`config.mk`:
```
export PLATFORM = sky130hd
export DESIGN_NAME = quorum_read_ack_tracker_flat
export DESIGN_NICKNAME = d
export VERILOG_FILES = /design/src/rtl/core/qrat_pkg.sv /design/src/rtl/core/qrat_ifs.sv /design/src/rtl/core/qrat_ram.sv /design/src/rtl/core/qrat_upd.sv /design/src/rtl/core/quorum_read_ack_tracker.sv /design/src/flat_wrapper.sv
export SDC_FILE = /design/constraint.sdc
export NUM_CORES = 1
export LEC_CHECK = 0
export BUFFER_PORTS_ARGS = -buffer_cell sky130_fd_sc_hd__buf_2
export CAP_MARGIN = 40
export CORE_ASPECT_RATIO = 0.8
export CORE_UTILIZATION = 65
export CTS_CLUSTER_DIAMETER = 60
export CTS_CLUSTER_SIZE = 30
export DETAILED_ROUTE_END_ITERATION = 7
export GPL_ROUTABILITY_DRIVEN = 0
export PLACE_DENSITY = 0.79
export SLEW_MARGIN = 5
export SYNTH_ARGS = -nofsm -noshare
export SYNTH_HDL_FRONTEND = slang
export SYNTH_SLANG_ARGS = --single-unit
```
`constraint.sdc`:
```
create_clock -name clk -period 7.1 [get_ports clk]
set_input_delay 0 -clock clk [delete_from_list [all_inputs] [get_ports clk]]
set_output_delay 0 -clock clk [all_outputs]
set_load 0.005 [all_outputs]
```
`src/rtl/core/qrat_pkg.sv`:
```
// Shared types, codes and defaults for the quorum read ack tracker.
package qrat_pkg;

	localparam int TABLE_DEPTH_DEF = 16;
	localparam int MAX_PEERS_DEF   = 8;

	localparam int TAG_W  = 16;
	localparam int NODE_W = 4;
	localparam int PEER_W = 3;
	localparam int NEED_W = 3;
	localparam int PCNT_W = 5;

	localparam logic [NODE_W-1:0] NODE_COUNT_RST = 4'd3;
	localparam logic [NODE_W-1:0] NODE_COUNT_ONE = 4'd1;

	typedef logic [TAG_W-1:0]  tag_t;
	typedef logic [NODE_W-1:0] node_count_t;
	typedef logic [PCNT_W-1:0] pcount_t;
	typedef logic [NEED_W-1:0] need_t;

	// Input item codes
	localparam logic [1:0] MODE_ISSUE  = 2'd0;
	localparam logic [1:0] MODE_ACK    = 2'd1;
	localparam logic [1:0] MODE_CANCEL = 2'd2;
	localparam logic [1:0] MODE_QUERY  = 2'd3;

	// Result kinds
	localparam logic [1:0] KIND_STATUS = 2'd0;
	localparam logic [1:0] KIND_DONE   = 2'd1;
	localparam logic [1:0] KIND_COUNT  = 2'd2;

	// Status codes
	localparam logic [1:0] ST_OK         = 2'd0;
	localparam logic [1:0] ST_STOPPED    = 2'd1;
	localparam logic [1:0] ST_NOT_LEADER = 2'd2;
	localparam logic [1:0] ST_FULL       = 2'd3;

	typedef struct packed {
		logic [1:0]        mode;
		logic              node_running;
		logic              node_is_leader;
		tag_t              request_tag;
		logic [PEER_W-1:0] ack_peer;
	} req_t;

	typedef struct packed {
		logic [1:0] kind;
		logic [1:0] status;
		tag_t       tag;
		pcount_t    pending_count;
		logic       last;
	} rsp_t;

	function automatic rsp_t mk_rsp(logic [1:0] kind, logic [1:0] status, tag_t tag,
			pcount_t pcnt);
		rsp_t r;
		r.kind          = kind;
		r.status        = status;
		r.tag           = tag;
		r.pending_count = pcnt;
		r.last          = 1'b0;
		return r;
	endfunction

endpackage

```
`src/rtl/core/qrat_ifs.sv`:
```
// Valid/ready channel interfaces for requests, results and the configuration write.
interface qrat_req_if;
	logic              valid;
	logic              ready;
	qrat_pkg::req_t    data;
	modport source (output valid, output data, input ready);
	modport sink   (input valid, input data, output ready);
endinterface

interface qrat_rsp_if;
	logic              valid;
	logic              ready;
	qrat_pkg::rsp_t    data;
	modport source (output valid, output data, input ready);
	modport sink   (input valid, input data, output ready);
endinterface

interface qrat_cfg_if;
	logic                  valid;
	logic                  ready;
	qrat_pkg::node_count_t data;
	modport source (output valid, output data, input ready);
	modport sink   (input valid, input data, output ready);
endinterface

```
`src/rtl/core/qrat_ram.sv`:
```
// Generic single-write, single-read RAM with registered read data.
module qrat_ram #(
	parameter int WIDTH = 8,
	parameter int DEPTH = 16
) (
	input  logic                     clk,
	input  logic                     we,
	input  logic [$clog2(DEPTH)-1:0] waddr,
	input  logic [WIDTH-1:0]         wdata,
	input  logic                     re,
	input  logic [$clog2(DEPTH)-1:0] raddr,
	output logic [WIDTH-1:0]         rdata
);

	logic [WIDTH-1:0] mem_q [DEPTH];

	always_ff @(posedge clk) begin
		if (we) begin
			mem_q[waddr] <= wdata;
		end
		if (re) begin
			rdata <= mem_q[raddr];
		end
	end

endmodule

```
`src/rtl/core/qrat_upd.sv`:
```
// Shared entry update unit: merge an ack into one entry and test its quorum.
module qrat_upd #(
	parameter int MAX_PEERS = qrat_pkg::MAX_PEERS_DEF
) (
	input  logic                           is_cancel,
	input  logic [MAX_PEERS-1:0]           ack_bit,
	input  logic [MAX_PEERS-1:0]           map_in,
	input  logic [$clog2(MAX_PEERS+1)-1:0] total_in,
	input  qrat_pkg::need_t                need_in,
	output logic [MAX_PEERS-1:0]           map_out,
	output logic [$clog2(MAX_PEERS+1)-1:0] total_out,
	output logic                           complete
);

	localparam int TW = $clog2(MAX_PEERS+1);
	localparam int CW = (TW > qrat_pkg::NEED_W) ? TW : qrat_pkg::NEED_W;

	logic         seen;
	logic [CW-1:0] total_ext;
	logic [CW-1:0] need_ext;

	always_comb begin
		seen      = |(map_in & ack_bit);
		map_out   = map_in | ack_bit;
		total_out = seen ? total_in : total_in + TW'(1);
		total_ext = CW'(total_out);
		need_ext  = CW'(need_in);
		// cancel retires every entry regardless of acks
		complete  = is_cancel | (total_ext >= need_ext);
	end

endmodule

```
`src/rtl/core/quorum_read_ack_tracker.sv`:
```
// Top level of the quorum read ack tracker: sequencer, entry RAM and result register.
// Issue and query: the result passes through the hold and output registers; the next item
//   is taken once the result is pushed; a single-node issue gives two results.
// Ack and cancel: each pending entry is read and then processed, one at a time, through the
//   single read port of the entry RAM; a dropped ack gives no result. Not ready meanwhile.
// Reset clears the sequencer and pending count and loads node_count 3; RAM is not cleared.
module quorum_read_ack_tracker #(
	parameter int TABLE_DEPTH = qrat_pkg::TABLE_DEPTH_DEF,
	parameter int MAX_PEERS   = qrat_pkg::MAX_PEERS_DEF
) (
	input  logic        clk,
	input  logic        arst_n,
	qrat_req_if.sink    req,
	qrat_rsp_if.source  rsp,
	qrat_cfg_if.sink    cfg
);

	localparam int AW    = $clog2(TABLE_DEPTH);
	localparam int CW    = $clog2(TABLE_DEPTH+1);
	localparam int TW    = $clog2(MAX_PEERS+1);
	localparam int NW    = qrat_pkg::NEED_W;
	localparam int TAGW  = qrat_pkg::TAG_W;
	localparam int EW    = TAGW + MAX_PEERS + TW + NW;
	// entry layout in the RAM: {tag, ack map, ack total, need}
	localparam int NEED_LO  = 0;
	localparam int TOT_LO   = NW;
	localparam int MAP_LO   = NW + TW;
	localparam int TAG_LO   = NW + TW + MAX_PEERS;

	typedef enum logic [4:0] {
		S_IDLE   = 5'b00001,
		S_ISSUE2 = 5'b00010,
		S_RD     = 5'b00100,
		S_PROC   = 5'b01000,
		S_DONE   = 5'b10000
	} state_t;

	state_t                   state_q, state_d;
	qrat_pkg::node_count_t    node_count_q;
	logic [CW-1:0]            count_q, count_d;
	logic [AW-1:0]            idx_q, idx_d;
	logic [CW-1:0]            wr_q, wr_d;
	logic                     cancel_q, cancel_d;
	logic [MAX_PEERS-1:0]     bit_q, bit_d;
	qrat_pkg::rsp_t           hold_q, hold_d;
	logic                     hold_vld_q, hold_vld_d;
	qrat_pkg::rsp_t           out_q;
	logic                     out_vld_q;

	logic                     in_xfer;
	logic                     can_push;
	logic                     push;
	qrat_pkg::rsp_t           push_data;
	logic [MAX_PEERS-1:0]     from_bit;
	logic                     ack_ok;

	// RAM ports
	logic                     ram_we;
	logic [AW-1:0]            ram_waddr;
	logic [EW-1:0]            ram_wdata;
	logic                     ram_re;
	logic [EW-1:0]            ram_rdata;

	// update unit
	logic [MAX_PEERS-1:0]     upd_map;
	logic [TW-1:0]            upd_total;
	logic                     upd_complete;
	logic                     last_entry;

	assign req.ready = (state_q == S_IDLE);
	assign cfg.ready = 1'b1;
	assign rsp.valid = out_vld_q;
	assign rsp.data  = out_q;

	assign in_xfer  = req.valid & req.ready;
	// output register is free, or empties this cycle
	assign can_push = ~out_vld_q | rsp.ready;

	always_comb begin
		for (int i = 0; i < MAX_PEERS; i++) begin
			from_bit[i] = (int'(req.data.ack_peer) == i);
		end
		ack_ok = req.data.node_is_leader
			& ({1'b0, req.data.ack_peer} < node_count_q)
			& (int'(req.data.ack_peer) < MAX_PEERS);
	end

	qrat_ram #(
		.WIDTH (EW),
		.DEPTH (TABLE_DEPTH)
	) u_ram (
		.clk   (clk),
		.we    (ram_we),
		.waddr (ram_waddr),
		.wdata (ram_wdata),
		.re    (ram_re),
		.raddr (idx_q),
		.rdata (ram_rdata)
	);

	qrat_upd #(
		.MAX_PEERS (MAX_PEERS)
	) u_upd (
		.is_cancel (cancel_q),
		.ack_bit   (bit_q),
		.map_in    (ram_rdata[MAP_LO +: MAX_PEERS]),
		.total_in  (ram_rdata[TOT_LO +: TW]),
		.need_in   (ram_rdata[NEED_LO +: NW]),
		.map_out   (upd_map),
		.total_out (upd_total),
		.complete  (upd_complete)
	);

	assign last_entry = (CW'(idx_q) == (count_q - CW'(1)));

	// Sequencer: take an item, walk the pending entries in arrival order, compact the
	// survivors towards the head, and keep one completion back so that the final one
	// can be marked last.
	always_comb begin
		state_d    = state_q;
		count_d    = count_q;
		idx_d      = idx_q;
		wr_d       = wr_q;
		cancel_d   = cancel_q;
		bit_d      = bit_q;
		hold_d     = hold_q;
		hold_vld_d = hold_vld_q;
		push       = 1'b0;
		push_data  = hold_q;
		ram_we     = 1'b0;
		ram_waddr  = wr_q[AW-1:0];
		ram_wdata  = {ram_rdata[TAG_LO +: TAGW], upd_map, upd_total,
			ram_rdata[NEED_LO +: NW]};
		ram_re     = 1'b0;

		case (state_q)
			S_IDLE: begin
				if (in_xfer) begin
					idx_d    = '0;
					wr_d     = '0;
					bit_d    = from_bit;
					cancel_d = (req.data.mode == qrat_pkg::MODE_CANCEL);
					case (req.data.mode)
						qrat_pkg::MODE_ISSUE: begin
							hold_vld_d = 1'b1;
							state_d    = S_DONE;
							if (!req.data.node_running) begin
								hold_d = qrat_pkg::mk_rsp(qrat_pkg::KIND_STATUS,
									qrat_pkg::ST_STOPPED, '0, '0);
							end else if (!req.data.node_is_leader) begin
								hold_d = qrat_pkg::mk_rsp(qrat_pkg::KIND_STATUS,
									qrat_pkg::ST_NOT_LEADER, '0, '0);
							end else if (node_count_q == qrat_pkg::NODE_COUNT_ONE) begin
								// single node: complete at once, status follows
								hold_d  = qrat_pkg::mk_rsp(qrat_pkg::KIND_DONE,
									qrat_pkg::ST_OK, req.data.request_tag, '0);
								state_d = S_ISSUE2;
							end else if (count_q == CW'(TABLE_DEPTH)) begin
								hold_d = qrat_pkg::mk_rsp(qrat_pkg::KIND_STATUS,
									qrat_pkg::ST_FULL, '0, '0);
							end else begin
								hold_d    = qrat_pkg::mk_rsp(qrat_pkg::KIND_STATUS,
									qrat_pkg::ST_OK, '0, '0);
								ram_we    = 1'b1;
								ram_waddr = count_q[AW-1:0];
								ram_wdata = {req.data.request_tag, {MAX_PEERS{1'b0}},
									{TW{1'b0}}, node_count_q[qrat_pkg::NODE_W-1:1]};
								count_d   = count_q + CW'(1);
							end
						end
						qrat_pkg::MODE_ACK: begin
							if (ack_ok && (count_q != '0)) begin
								state_d = S_RD;
							end
						end
						qrat_pkg::MODE_CANCEL: begin
							if (count_q != '0) begin
								state_d = S_RD;
							end
						end
						default: begin
							hold_d     = qrat_pkg::mk_rsp(qrat_pkg::KIND_COUNT,
								qrat_pkg::ST_OK, '0, qrat_pkg::pcount_t'(count_q));
							hold_vld_d = 1'b1;
							state_d    = S_DONE;
						end
					endcase
				end
			end
			S_ISSUE2: begin
				if (can_push) begin
					push    = 1'b1;
					hold_d  = qrat_pkg::mk_rsp(qrat_pkg::KIND_STATUS, qrat_pkg::ST_OK,
						'0, '0);
					state_d = S_DONE;
				end
			end
			S_RD: begin
				ram_re  = 1'b1;
				state_d = S_PROC;
			end
			S_PROC: begin
				if (!(upd_complete && hold_vld_q && !can_push)) begin
					if (upd_complete) begin
						push       = hold_vld_q;
						hold_d     = qrat_pkg::mk_rsp(qrat_pkg::KIND_DONE,
							cancel_q ? qrat_pkg::ST_NOT_LEADER : qrat_pkg::ST_OK,
							ram_rdata[TAG_LO +: TAGW], '0);
						hold_vld_d = 1'b1;
					end else begin
						// keep the entry: write it back at the compacted position
						ram_we = 1'b1;
						wr_d   = wr_q + CW'(1);
					end
					if (last_entry) begin
						count_d = upd_complete ? wr_q : wr_q + CW'(1);
						state_d = S_DONE;
					end else begin
						idx_d   = idx_q + AW'(1);
						state_d = S_RD;
					end
				end
			end
			S_DONE: begin
				if (!hold_vld_q) begin
					state_d = S_IDLE;
				end else if (can_push) begin
					push           = 1'b1;
					push_data.last = 1'b1;
					hold_vld_d     = 1'b0;
					state_d        = S_IDLE;
				end
			end
			default: begin
				state_d = S_IDLE;
			end
		endcase
	end

	always_ff @(posedge clk or negedge arst_n) begin
		if (!arst_n) begin
			state_q      <= S_IDLE;
			node_count_q <= qrat_pkg::NODE_COUNT_RST;
			count_q      <= '0;
			hold_vld_q   <= 1'b0;
			out_vld_q    <= 1'b0;
		end else begin
			state_q    <= state_d;
			count_q    <= count_d;
			hold_vld_q <= hold_vld_d;
			if (cfg.valid) begin
				node_count_q <= cfg.data;
			end
			// advance the output register, drop it once transferred
			if (push) begin
				out_vld_q <= 1'b1;
			end else if (rsp.ready) begin
				out_vld_q <= 1'b0;
			end
		end
	end

	// payload: no reset needed
	always_ff @(posedge clk) begin
		idx_q    <= idx_d;
		wr_q     <= wr_d;
		cancel_q <= cancel_d;
		bit_q    <= bit_d;
		hold_q   <= hold_d;
		if (push) begin
			out_q <= push_data;
		end
	end

endmodule

```
`src/flat_wrapper.sv`:
```
// flat-port wrapper written by rule: the top's interface ports become plain ports
module quorum_read_ack_tracker_flat 
#(
	parameter int TABLE_DEPTH = qrat_pkg::TABLE_DEPTH_DEF,
	parameter int MAX_PEERS   = qrat_pkg::MAX_PEERS_DEF
)
  (clk, arst_n, req_valid, req_data, req_ready, rsp_valid, rsp_data, rsp_ready, cfg_valid, cfg_data, cfg_ready);
  qrat_req_if req_i ();
  qrat_rsp_if rsp_i ();
  qrat_cfg_if cfg_i ();
  input  logic clk;
  input  logic arst_n;
  input wire logic [$bits(req_i.valid)-1:0] req_valid;
  input wire logic [$bits(req_i.data)-1:0] req_data;
  output wire logic [$bits(req_i.ready)-1:0] req_ready;
  output wire logic [$bits(rsp_i.valid)-1:0] rsp_valid;
  output wire logic [$bits(rsp_i.data)-1:0] rsp_data;
  input wire logic [$bits(rsp_i.ready)-1:0] rsp_ready;
  input wire logic [$bits(cfg_i.valid)-1:0] cfg_valid;
  input wire logic [$bits(cfg_i.data)-1:0] cfg_data;
  output wire logic [$bits(cfg_i.ready)-1:0] cfg_ready;
  assign req_i.valid = req_valid;
  assign req_i.data = req_data;
  assign req_ready = req_i.ready;
  assign rsp_valid = rsp_i.valid;
  assign rsp_data = rsp_i.data;
  assign rsp_i.ready = rsp_ready;
  assign cfg_i.valid = cfg_valid;
  assign cfg_i.data = cfg_data;
  assign cfg_ready = cfg_i.ready;
  quorum_read_ack_tracker #(.TABLE_DEPTH(TABLE_DEPTH), .MAX_PEERS(MAX_PEERS)) u_core (.clk(clk), .arst_n(arst_n), .req(req_i), .rsp(rsp_i), .cfg(cfg_i));
endmodule
```
* Word level (Yosys, flattened, before mapping)
Memory sizes are Yosys's and may differ from the RTL's. A register that Yosys moved wholly into a read port is not among the register bits.
Index checks and enable logic that the tools add are counted.
** Storage, ports and cells
- Word-level logic and storage cells :: 171
- Input port bits :: 32
- Memory bits (writable) :: 496
- Bits in read-only memories :: 0
- Memories :: 1
- Flip-flop bits (word level) :: 86
- Latch bits :: 0
** Operators by class
- Bitwise operators :: 7
- Reduce and logical (&&, ||, !) cells :: 20
- Equality and inequality tests :: 32
- Add/sub/neg operators :: 5
- Shift-type cells :: 0
- Multiply operators :: 0
- Divide/modulo/power cells :: 0
- Order comparisons :: 2
- Multiplexer cells :: 85
** Memories
- u_core.u_ram.mem_q :: depth 16, width 31, read ports 1, clocked after Yosys merged registers in 1, wr ports 1, line qrat_ram.sv:15 : logic [WIDTH-1:0] mem_q [DEPTH];
** Operators with widths (number)
- 31-bit 2-to-1 mux :: 7
- 26-bit 2-to-1 mux :: 7
- 5-bit 2-to-1 mux :: 22
- 26-bit one-hot mux with 3 select lines :: 1
- 26-bit one-hot mux with 2 select lines :: 1
- 4-bit 2-to-1 mux :: 11
- 1-bit 2-to-1 mux :: 26
- 5-bit one-hot mux with 5 select lines :: 1
- 24-bit 2-to-1 mux :: 1
- 5-bit one-hot mux with 2 select lines :: 2
- 2-bit inequality test, second input constant :: 9
- 5-bit one-hot mux with 3 select lines :: 1
- 3-bit == test, second input constant :: 4
- 6-bit AND reduction :: 2
- 5-bit by 1-bit adder with 5-bit output, second input constant :: 2
- 5-bit == test, second input constant :: 2
- 3-bit inequality test, second input constant :: 3
- 9-bit AND reduction :: 1
- 4-bit by 1-bit adder with 4-bit output, second input constant :: 2
- 8-bit AND :: 1
- 8-bit bitwise OR :: 1
- 4-bit one-hot mux with 2 select lines :: 1
- 8-bit OR reduction :: 1
- 3-bit by 2-bit == test with 1-bit output, second input constant :: 2
- other kinds (31) :: 40

* Depth between registers and ports, before layout
- Depth after elaboration :: 11
- Mapped depth :: 12
- Depth with buffers taken out :: 11

* Hierarchy
Synthesis repeated with hierarchy kept, for this count alone.
** Second synthesis, totals
- Cell total of the unflattened synthesis :: 1180
- Area, all modules :: 24116.9 µm²
** Modules (own cells, without submodules)
- qrat_ram :: cells an instance 812, instances 1, area each 19558.8 µm², sequential area each 15825.2 µm²
- quorum_read_ack_tracker :: cells an instance 334, instances 1, area each 4301.6 µm², sequential area each 2476.1 µm²
- qrat_upd :: cells an instance 34, instances 1, area each 256.5 µm², sequential area each 0.0 µm²

* Least setup slack after synthesis
No wires, ideal clock.
- Path kind :: register -> register
- From :: register u_core.u_ram.rdata[9], read port of u_core.u_ram.mem_q
- To :: register u_core.hold_q[10] in the netlist's numbering (enable)
- Data required time :: 6654 ps
- Cell stages (with the launch flop) :: 12
- Path slack :: 2283 ps
- Library setup time :: 446 ps
- Arrival :: 4371 ps
- Cells stage by stage :: edfxtp_1 -> a22oi_1 -> nand4_1 -> xor2_1 -> ha_1 -> nand2b_1 -> a21o_1 -> a211o_1 -> nor3_4 -> or3_1 -> o211ai_1 -> a211oi_1
** On the way
- Word-level cells in the longest chain between the ends :: 9
- Elaborated cells between the ends (all ways) :: 10
** RTL lines
- start, declared :: line qrat_ram.sv:12 : output logic [WIDTH-1:0] rdata
- 8-bit AND (*) :: line qrat_upd.sv:23 : seen = |(map_in & ack_bit);
- 8-bit OR reduction (*) :: line qrat_upd.sv:23
- 4-bit 2-to-1 mux (*) :: line qrat_upd.sv:25 : total_out = seen ? total_in : total_in + TW'(1);
- 4-bit by 3-bit greater-or-equal comparator with 1-bit output (*) :: line qrat_upd.sv:29 : complete = is_cancel | (total_ext >= need_ext);
- 1-bit bitwise OR (*) :: line qrat_upd.sv:29
- 1-bit logical AND (2 in a row) :: line quorum_read_ack_tracker.sv:203 : if (!(upd_complete && hold_vld_q && !can_push)) begin
- 2-bit inequality test (no line)
- 6-bit AND reduction (no line) (*)
- end signal, assigned :: line quorum_read_ack_tracker.sv:269 : hold_q <= hold_d;
- end, declared :: line quorum_read_ack_tracker.sv:45 : qrat_pkg::rsp_t hold_q, hold_d;
Mark *: on every way between the ends. The rest lies on a longest branch, timed or not.
A chain may end at the register's enable or synchronous reset.

* Final worst setup path
- From :: register u_core.u_ram.rdata[8], read port of u_core.u_ram.mem_q
- To :: memory u_core.u_ram.mem_q[12][19] in the netlist's numbering (enable)
** On the way
- Word-level cells in the longest chain between the ends :: 11
- Elaborated cells between the ends (all ways) :: 12
** RTL lines
- 8-bit AND (*) :: line qrat_upd.sv:23
- 8-bit OR reduction (*) :: line qrat_upd.sv:23
- 4-bit 2-to-1 mux (*) :: line qrat_upd.sv:25
- 4-bit by 3-bit greater-or-equal comparator with 1-bit output (*) :: line qrat_upd.sv:29
- 1-bit bitwise OR (*) :: line qrat_upd.sv:29
- 1-bit logical AND (2 in a row) :: line quorum_read_ack_tracker.sv:203
- 1-bit 2-to-1 mux (*) :: line quorum_read_ack_tracker.sv:203
- 1-bit one-hot mux with 2 select lines (*) :: line quorum_read_ack_tracker.sv:136 : case (state_q)
- 1-bit 2-to-1 mux (*) :: line qrat_ram.sv:18 : if (we) begin
- 1-bit 2-to-1 mux (implied by the code) (*) :: line qrat_ram.sv:19 : mem_q[waddr] <= wdata;
- end, declared :: line qrat_ram.sv:15
Marked as above.

==> impl_metrics.ini <==
[worst_setup_path]
cp_num_cells = 13
crit_slowest_cell = nor2_4
critPathBufInv = 2
crit_family = simple AND/OR/NAND/NOR gates
critical_path.max_fanout = 18
start_kind = flip-flop
r2r_cells = 13
r2r-start = u_core.u_ram.rdata[8]
crit_type = reg2reg
max_stage_delay_ps = 520
cp_data_required_time_ps = 7360
cp_data_arrival_time_ps = 4880
regToRegSetupSlack_ps = 2480
cp-end-kind = flip-flop
worst_r2r_endpoint = u_core.u_ram.mem_q[12][19]
crit_chain = a22oi_1, nand4_1, xor2_1, ha_1, nand2b_1, a21o_1, a211o_1, or3_1, o21ai_1, a31oi_1, clkbuf_2, nor2_4, buf_16

[detailed_routing]
wl_met3_um = 4500
post-route-drc-count = 0
via_per_inst = 6.78
dr.pass1.iters = 5
dr.max_layer_used = met4
drt_iter0_markers = 1459
final_antenna_net_count = 0
vias = 11800
wirelength_um = 51400
wire_per_inst_um = 29.4
met1_length_um = 19800
wl_met2_um = 25700

[timing]
post-route-min-period_ps = 4620
maxSlewViolCount = 0
finalSetupViolations = 0
slew_headroom_pct = 35.8
finClkSkew_ps = 24.2
tightest_slew_ps = 960
fin_crit_sh_pct = 65.1
setup-tns-final_ps = 0
max_freq_ghz = 0.216
rsz0062_at_grt = false
hold_viol_final = 0

[floorplanning]
die_w_um = 217
core_um2 = 36100
start_util_pct = 66.4
die_height_um = 174
ios = 61
num_rows = 62
fp.dieArea_um2 = 37700

[global_routing]
grt_pass1_vias = 12000
grt_usage_pct = 28.3
overflow = 0
grt_pass1_wl_um = 76400
grt_max_degree = 128
antenna_found_initial = 0

[finish]
syn_to_final_growth_pct = 12.9
nFillCells = 1917
nets = 1289
regArea_um2 = 18300
multi_input_area_um2 = 5550
diodes = 0
layout-drive-gt1-share_pct = 28.0
fin_util_pct = 74.9

[yosys]
synthArstFlopShare_pct = 2.61
synth_edf_count = 596
synth_area_um2 = 24000
synth_top_flop_cell = edfxtp_1
seq_area_frac_synth_pct = 76.3
synth_seq_cells = 612
synth_nets = 1163
synth.distinct_cells = 61
syn_inst = 1116
yosysWarnings = 0
avgSynthCellArea_um2 = 21.5

[power]
p_seq_share_pct = 52.7
p_sw_share_pct = 28.1
cellLeakagePower_nw = 8.63
power_frac_clock_pct = 26.2
combinationalPowerShare_pct = 21.1
powerDensity_nw_per_um2 = 319
power.switching_w = 0.00243
peakVddDrop_uv = 416
internal-power_w = 0.00622

[flow_run]
cap_viol_max_count = 0

[clock_network]
cts_buffers = 34
cts_root_buf = clkbuf_16
clk_pin_slew_ps = 100
post_cts.repair.setup_buffers = 0
cts_sinks = 612
ctsHoldBuffers = 38
clockBufferDepth = 3
post_cts_resized = 0
cts_tree = done
worstSkewPairLatency_ps = 550
htreeDepth = 2

[placed_design]
numPortBuffers = 59
hpwl_um = 31100

[min_path]
hold_class = in2reg
hp-start = cfg_data[3]
whs_path_depth = 3
whs_endpoint = u_core.node_count_q[3]

[run_status]
status = finished clean
==> layout make-up <==
class | count | area share, %
tap | 480 | 2.22
inverter | 14 | 0.194
clock buffer | 36 | 3.25
sequential | 612 | 67.6
multi-input combinational | 434 | 20.5
clock inverter | 24 | 1.18
timing repair buffer | 146 | 5.12
==> worst max path at each step <==
stage | to | startpoint | slack (ps)
floorplan | u_core.hold_q[10] | u_core.u_ram.rdata[9] | 2280
global placement | u_core.u_ram.mem_q[9][20] | u_core.u_ram.rdata[8] | 2490
detailed placement | u_core.u_ram.mem_q[12][18] | u_core.bit_q[1] | 2540
CTS | u_core.u_ram.mem_q[5][21] | u_core.u_ram.rdata[8] | 2490
global route | u_core.u_ram.mem_q[12][19] | u_core.u_ram.rdata[8] | 2270
finish | u_core.u_ram.mem_q[12][19] | u_core.u_ram.rdata[8] | 2480
==> routing by layer <==
layer / GRT usage, % / vias to the layer above
met1: 40.1 / 6165
met5: 0 / -
met2: 46.1 / 714
li1: - / 4881
met3: 5.07 / 79
met4: 8.27 / 0
==> tightest hold or removal path, stage by stage <==
cell	delay, ps
dlygate4sd3_1	520
buf_2	100
mux2_2	130
==> power by group through the flow <==
stage               Clock, W  Sequential, W  Combinational [W]
floorplan                  0        0.00455            0.00126
global route         0.00241        0.00458            0.00194
CTS                  0.00230        0.00456            0.00182
global placement           0        0.00463            0.00168
finish               0.00227        0.00456            0.00183
detailed placement         0        0.00463            0.00178
==> metrics by stage <==
step                      hold WS (ps)  std cells  cell area [um^2]  total power (W)  setup WS (ps)
after floorplan                   -296       1116             24000          0.00581           2280
after global placement           -43.9       1609             24900          0.00631           2490
after detailed placement         -40.4       1642             25500          0.00642           2540
after CTS                          160       1740             27100          0.00867           2490
after global routing               203       1746             27100          0.00894           2270
final                              215       1746             27100          0.00865           2480
==> flip-flops by register name, summed over array words and instances, names as in the netlist, 4 cells and up <==
| name | cells |
|---|---|
| u_core.idx_q | 4 |
| u_core.u_ram.mem_q | 496 |
| u_core.state_q | 5 |
| u_core.bit_q | 8 |
| u_core.hold_q | 25 |
| u_core.wr_q | 5 |
| u_core.count_q | 5 |
| u_core.rsp.data | 26 |
| u_core.u_ram.rdata | 31 |
| u_core.node_count_q | 4 |
==> synthesized netlist by cell type (5+ instances only) <==
cell / n / area share (%)
ha_1: 15 / 0.78
nor3_1: 13 / 0.27
buf_1: 13 / 0.20
dfrtp_1: 13 / 1.4
inv_1: 14 / 0.22
o21ai_0: 9 / 0.19
mux2_1: 18 / 0.84
and3_1: 5 / 0.13
o21ai_1: 10 / 0.21
a31oi_1: 7 / 0.18
nor2_1: 61 / 0.95
nand2_1: 16 / 0.25
a21oi_1: 7 / 0.15
clkbuf_1: 28 / 0.44
xnor2_1: 10 / 0.37
mux4_2: 154 / 14
a22o_1: 16 / 0.58
nor3b_1: 7 / 0.22
and2_1: 5 / 0.13
edfxtp_1: 596 / 75
nand2b_1: 6 / 0.16
nand3_1: 11 / 0.23
buf_2: 12 / 0.25
==> cell usage in the layout, fill, tap and decap left out, types with 4 or more instances in the layout <==
| cell type | synthesis | final |
|---|---|---|
| mux4_2 | 154 | 154 |
| nor2_1 | 61 | 44 |
| dlygate4sd3_1 | 0 | 38 |
| a21oi_1 | 7 | 7 |
| dfrtp_1 | 13 | 13 |
| clkbuf_16 | 0 | 35 |
| nand3_1 | 11 | 11 |
| mux2_1 | 18 | 18 |
| buf_16 | 0 | 13 |
| a21o_1 | 4 | 4 |
| a22oi_1 | 4 | 4 |
| buf_4 | 2 | 25 |
| o21ai_0 | 9 | 9 |
| nand2_1 | 16 | 16 |
| nand2b_1 | 6 | 6 |
| inv_8 | 0 | 6 |
| nor3_1 | 13 | 13 |
| buf_12 | 0 | 7 |
| nor2_4 | 0 | 16 |
| and2_1 | 5 | 5 |
| ha_1 | 15 | 15 |
| buf_2 | 12 | 61 |
| o21ai_1 | 10 | 10 |
| xnor2_1 | 10 | 10 |
| a22o_1 | 16 | 16 |
| edfxtp_1 | 596 | 596 |
| nor3b_1 | 7 | 7 |
| a31oi_1 | 7 | 7 |
| inv_1 | 14 | 14 |
| nand4_1 | 4 | 4 |
| inv_6 | 0 | 6 |
==> kinds of logic after synthesis <==
family	count (synthesis)	share of synthesized area (%)
buffers and inverters	70	1.22
XOR/XNOR	13	0.475
flip-flops	612	76.3
adder cells (fa/ha/maj)	15	0.782
other	1	0.0156
AO/OA/AOI/OAI	81	2.52
AND/OR/NAND/NOR	147	3.10
multiplexers	177	15.6
(Power assumes the default switching activity.)
